File: config.mk
export PLATFORM = sky130hd
export DESIGN_NAME = gpc_scale
export DESIGN_NICKNAME = d
export VERILOG_FILES = /design/src/sv/gpc_pkg.sv /design/src/sv/gpc_scale.sv
export SDC_FILE = /design/constraint.sdc
export NUM_CORES = 2
export LEC_CHECK = 0
export BUFFER_PORTS_ARGS = -buffer_cell sky130_fd_sc_hd__buf_4
export CORE_UTILIZATION = 29
export CTS_CLUSTER_DIAMETER = 80
export CTS_CLUSTER_SIZE = 40
export DETAILED_ROUTE_END_ITERATION = 8
export MAX_ROUTING_LAYER = met4
export PLACE_DENSITY = 0.52
export SETUP_SLACK_MARGIN = 0.15
export SLEW_MARGIN = 0
export SYNTH_ARGS = -nofsm -noshare
export SYNTH_HDL_FRONTEND = slang
export SYNTH_SLANG_ARGS = --single-unit
File: constraint.sdc
create_clock -name clk_i -period 7.8 [get_ports clk_i]
set_input_delay 0 -clock clk_i [delete_from_list [all_inputs] [get_ports clk_i]]
set_output_delay 0 -clock clk_i [all_outputs]
set_load 0.1 [all_outputs]
File: src/sv/gpc_pkg.sv
package gpc_pkg;

  localparam int unsigned ROW_PIXELS     = 1024;
  localparam int unsigned OUT_ROW_PIXELS = 1030;
  localparam int unsigned ROW_BITS       = $clog2(ROW_PIXELS);
  localparam int unsigned GAP_BITS       = 8;
  localparam int unsigned LINE_SPLIT     = 256 * ROW_PIXELS;

  localparam int unsigned IDX_W   = 19;
  localparam int unsigned OIDX_W  = 20;
  localparam int unsigned ADC_W   = 14;
  localparam int unsigned Q8_W    = 22;
  localparam int unsigned GAIN_W  = 24;
  localparam int unsigned DIFF_W  = Q8_W + 1;
  localparam int unsigned PROD_W  = DIFF_W + GAIN_W;
  localparam int unsigned NUM_W   = 29;
  localparam int unsigned RES_W   = 16;

  localparam logic [OIDX_W-1:0] WIDE_GAP = OIDX_W'(2 * OUT_ROW_PIXELS);
  localparam logic [IDX_W-1:0]  LINE_MIN = IDX_W'(LINE_SPLIT);

  // floor(n / 100) == (n * DIV100_MUL) >> DIV100_SHIFT for n < 2**NUM_W
  localparam int unsigned        DIV100_MUL_W = 30;
  localparam logic [DIV100_MUL_W-1:0] DIV100_MUL = 30'd687194768;
  localparam int unsigned        DIV100_SHIFT = 36;
  localparam int unsigned        QPROD_W      = NUM_W + DIV100_MUL_W;

  localparam logic [6:0]         TRACK_WEIGHT = 7'd99;
  localparam logic [NUM_W-1:0]   TRACK_ROUND  = 29'd50;

  localparam logic [ADC_W-1:0]   ADC_FULL     = 14'h3fff;
  localparam logic [ADC_W-1:0]   ADC_ZERO     = 14'h0000;
  localparam int unsigned        ROUND_SHIFT  = 24;
  localparam logic [PROD_W:0]    ROUND_HALF   = (PROD_W + 1)'(1) << (ROUND_SHIFT - 1);
  localparam int unsigned        MAGR_W       = PROD_W + 1 - ROUND_SHIFT;
  localparam logic [MAGR_W-1:0]  NEG_LIMIT    = MAGR_W'(32768);
  localparam logic [MAGR_W-1:0]  POS_LIMIT    = MAGR_W'(32767);
  localparam logic [RES_W-1:0]   RES_MIN      = 16'h8000;
  localparam logic [RES_W-1:0]   RES_MAX      = 16'h7fff;

  localparam int unsigned        DEPTH        = 6;

  typedef enum logic [1:0] {
    GAIN_STAGE0  = 2'b00,
    GAIN_STAGE1  = 2'b01,
    GAIN_INVALID = 2'b10,
    GAIN_STAGE2  = 2'b11
  } gain_code_e;

  typedef enum logic [1:0] {
    STATUS_NORMAL  = 2'd0,
    STATUS_ZERO    = 2'd1,
    STATUS_SAT     = 2'd2,
    STATUS_INVALID = 2'd3
  } status_e;

  typedef struct packed {
    gain_code_e        code;
    logic [ADC_W-1:0]  adc;
    logic [OIDX_W-1:0] oidx;
    logic [Q8_W-1:0]   p0;
  } side_t;

  typedef struct packed {
    side_t                    side;
    logic signed [GAIN_W-1:0] gain;
    logic signed [DIFF_W-1:0] diff;
  } trk_t;

endpackage

File: src/sv/gpc_scale.sv
module gpc_scale (
  input  logic                               clk_i,
  input  logic [2:0]                         en_i,
  input  gpc_pkg::trk_t                      trk_i,
  output logic signed [gpc_pkg::RES_W-1:0]   corrected_value_o,
  output logic [gpc_pkg::OIDX_W-1:0]         out_index_o,
  output logic [1:0]                         status_o,
  output logic [gpc_pkg::Q8_W-1:0]           new_pedestal_stage0_o
);

  // stage 4: gain multiply
  gpc_pkg::side_t                    side4_q;
  logic signed [gpc_pkg::PROD_W-1:0] prod4_d, prod4_q;

  assign prod4_d = $signed(trk_i.diff) * $signed(trk_i.gain);

  always_ff @(posedge clk_i) begin
    if (en_i[0]) begin
      side4_q <= trk_i.side;
      prod4_q <= prod4_d;
    end
  end

  // stage 5: magnitude
  gpc_pkg::side_t             side5_q;
  logic                       neg5_q;
  logic [gpc_pkg::PROD_W-1:0] mag5_d, mag5_q;

  assign mag5_d = prod4_q[gpc_pkg::PROD_W-1] ? (~prod4_q + gpc_pkg::PROD_W'(1)) : prod4_q;

  always_ff @(posedge clk_i) begin
    if (en_i[1]) begin
      side5_q <= side4_q;
      neg5_q  <= prod4_q[gpc_pkg::PROD_W-1];
      mag5_q  <= mag5_d;
    end
  end

  // stage 6: round half away from zero, saturate, special codes
  logic [gpc_pkg::PROD_W:0]   rsum;
  logic [gpc_pkg::MAGR_W-1:0] rmag;
  logic [gpc_pkg::RES_W-1:0]  val6_d, val6_q;
  gpc_pkg::status_e           stat6_d, stat6_q;
  logic [gpc_pkg::OIDX_W-1:0] oidx6_q;
  logic [gpc_pkg::Q8_W-1:0]   p0_6_q;

  always_comb begin
    rsum = {1'b0, mag5_q} + gpc_pkg::ROUND_HALF;
    rmag = rsum[gpc_pkg::PROD_W:gpc_pkg::ROUND_SHIFT];
    if (neg5_q) begin
      val6_d = (rmag > gpc_pkg::NEG_LIMIT) ? gpc_pkg::RES_MIN
                                           : gpc_pkg::RES_W'(~rmag + gpc_pkg::MAGR_W'(1));
    end else begin
      val6_d = (rmag > gpc_pkg::POS_LIMIT) ? gpc_pkg::RES_MAX : gpc_pkg::RES_W'(rmag);
    end
    stat6_d = gpc_pkg::STATUS_NORMAL;
    case (side5_q.code)
      gpc_pkg::GAIN_STAGE2: begin
        if (side5_q.adc == gpc_pkg::ADC_ZERO) begin
          val6_d  = gpc_pkg::RES_MIN;
          stat6_d = gpc_pkg::STATUS_ZERO;
        end
        if (side5_q.adc == gpc_pkg::ADC_FULL) begin
          val6_d  = gpc_pkg::RES_MAX;
          stat6_d = gpc_pkg::STATUS_SAT;
        end
      end
      gpc_pkg::GAIN_INVALID: begin
        val6_d  = '0;
        stat6_d = gpc_pkg::STATUS_INVALID;
      end
      default: ;
    endcase
  end

  always_ff @(posedge clk_i) begin
    if (en_i[2]) begin
      val6_q  <= val6_d;
      stat6_q <= stat6_d;
      oidx6_q <= side5_q.oidx;
      p0_6_q  <= side5_q.p0;
    end
  end

  assign corrected_value_o     = $signed(val6_q);
  assign out_index_o           = oidx6_q;
  assign status_o              = stat6_q;
  assign new_pedestal_stage0_o = p0_6_q;

endmodule

==> results.txt <==
status -> complete, no violations
deepest clock path buffer count -> 3
# IOs -> 169
Unique masters post-synth -> 60
final RePlAce weighted congestion -> 0.826
Slew HR -> 38.6%
core area -> 102,000 µm²
top cells by area, synth -> fa_1, edfxtp_1, inv_1, and2_1, ha_1
row count -> 117
Hold Startpoint -> trk_i[0]
Reg clk slew, reported paths -> 0.12 ns
Synth-to-Final Area Change -> 12.5%
syn avg cell area -> 10.6 µm²
fill count -> 10,474
Fin Setup TNS -> 0 ns
Final Max Tran Viols -> 0
CTS sink count -> 248
area of the multi-input gates -> 19,600 µm²
total track usage -> 15.5%
WL final -> 76,600 µm
fmax -> 150 MHz
DPL Wire Length -> 60,600 µm
crit path kind -> in2reg
Critical Path Start Type -> input pin
DR pass1 iterations -> 7
list of most frequent post-synthesis cells -> inv_1, fa_1, nand2_1, and2_1, edfxtp_1
Final Hold Vio Count -> 0
Netlist Area Pre-Place -> 29,900 µm²
number of flops mapped to enable cells by yosys -> 248
DR iter-0 viols -> 1,227
FFs w/ async S/R, synth -> 0%
HP Class -> in2reg
crit path from -> trk_i[32]
FF/Latch Area -> 7450 µm²
antenna violations before repair -> 3
share of cells above drive strength 1 -> 7.24%
count leader, synth -> inv_1
H-tree depth -> 1
I/O Buffers -> 168
MaxCap Viol Count -> 0
Synth area leader -> fa_1
largest net degree at the start of global routing -> 67
area of the die -> 104,000 µm²
Worst Path Arrival -> 6.92 ns
vias -> 19,141
dpl cell area -> 32,600 µm²
DR WL/cell -> 17.6 µm
Die H -> 323 µm
vias in the first global route -> 20,608
minimum clock period -> 6.65 ns
final global-route overflow total -> 0
FF+latch count, synth -> 248
worst-margin pin slew -> 0.918 ns
Final Cycle Share -> 85.2%
count of final setup violators -> 0
latest clock arrival within the worst-skew pair -> 0.52 ns
vias per cell -> 4.40
initial core utilization -> 29.3%
Final Instance Area -> 33,700 µm²
CP required -> 8.07 ns
die width -> 323 µm
CTS Buf Count -> 12
worst r2r src -> mag5_q[23]$_DFFE_PP_
Worst setup EP type -> register
Syn Inst Count -> 2,828
crit path max fanout -> 23
clock root buffer -> clkbuf_16
register area share after synthesis -> 24.9%
DRC -> 0
Fin Hold WS -> 0.0506 ns
remaining antenna violation count -> 0
TritonCTS clock tree -> built
synth warn -> 0
RSZ-0062 raised after global routing -> false
ys flop type -> edfxtp_1
first-pass GRT wire length -> 121,000 µm
post-CTS sizing -> 0
syn_nets -> 3,653
fin nets -> 3,803
post-synth top area share -> 39.2%
Clock Skew -> 0.0539 ns
## flip-flops by register name, summed over array words and instances (netlist names)
signal                 cells
side4_q                   58
mag5_q                    24
status_o                   2
prod4_q                   47
new_pedestal_stage0_o     22
side5_q                   58
out_index_o               20
neg5_q                     1
corrected_value_o         16
## cell families (layout without fill, tap and decap cells)
group	Yosys count	count (layout)	synth area share, %
xor gates and xnor gates	100	100	2.93
AOI/OAI and AO/OA	212	212	4.59
DFF	248	248	24.9
buffers and inverters	768	923	9.64
other	0	3	0
adders and majority gates	716	716	44.7
muxes	2	2	0.0669
and+or+nand+nor	782	782	13.2
## final timing paths
kind | to | slack (ns) | cells past startpoint
min reg2reg | side5_q[20]$_DFFE_PP_ | 0.37 | 0
max | prod4_q[44]$_DFFE_PP_ | 1.15 | 25
min | prod4_q[0]$_DFFE_PP_ | 0.05 | 2
max reg2reg | corrected_value_o[13]$_DFFE_PP_ | 3.89 | 11
## worst max-delay path, stage by stage
cell	delay, ns
buf_4	0.30
and2_1	0.21
fa_1	0.46
fa_1	0.52
inv_1	0.06
fa_1	0.48
inv_1	0.05
fa_1	0.51
inv_1	0.08
fa_1	0.53
inv_1	0.05
fa_1	0.47
inv_1	0.05
fa_1	0.48
inv_1	0.05
ha_1	0.39
and2_1	0.20
a311o_1	0.31
a221o_1	0.32
a211oi_1	0.24
buf_4	0.20
o21ai_0	0.14
a21boi_0	0.27
o21ai_0	0.17
o311ai_0	0.37
## through the flow
stage               std cells  setup slack (ns)  utilization (%)
floorplan                2828             0.755                -
global placement         4273             0.756             32.0
detailed placement       4273             0.645             32.0
CTS                      4351              1.17             33.0
global route             4354             0.787             33.0
finish                   4354              1.15             33.0
## what timing repair did
| item | CTS | global route |
|---|---|---|
| hold buffers | 59 | 0 |
| endpoints found under the hold margin | 76 | 0 |
| endpoints found under the setup margin | 0 | 0 |
| buffers inserted | 0 | 0 |
## metal layers
metal	track usage (%)	part of all wire (%)	vias up
met2	24.0	44	492
met1	21.8	49	9681
met3	2.25	5.8	57
met4	2.69	1.5	0
met5	-	0	-
li1	-	-	8911
## cell type report
type	count	area share, %
Antenna cell	3	0.0223
Clock buffer	13	0.967
Clock inverter	6	0.353
Inverter	657	7.33
Multi-Input combinational cell	1812	58.2
Sequential cell	248	22.1
Tap cell	1368	5.09
Timing Repair Buffer	247	5.95
## layout by cell type, fill, tap and decap left out, types with 4 or more instances in the layout
cell,n
o31ai_1,8
a21oi_1,50
and4_1,7
xnor2_1,77
o21ai_0,48
ha_1,130
edfxtp_1,248
nand2_1,326
o22ai_1,13
o21a_1,9
a31oi_1,8
nor3_1,23
a21o_1,20
nand4_1,16
dlygate4sd3_1,59
xor2_1,23
and3_1,16
inv_1,657
nor2_1,54
buf_4,188
or2_2,4
nand2b_1,15
clkbuf_16,13
o21bai_1,5
a211oi_1,11
or3_1,7
nor2b_1,9
a21boi_0,4
and2_1,260
nand3_1,15
fa_1,586
nor4_1,17
o211ai_1,7
Power is not shown: default switching activity piles up to over one toggle a cycle in this logic, so the estimate is an artifact.
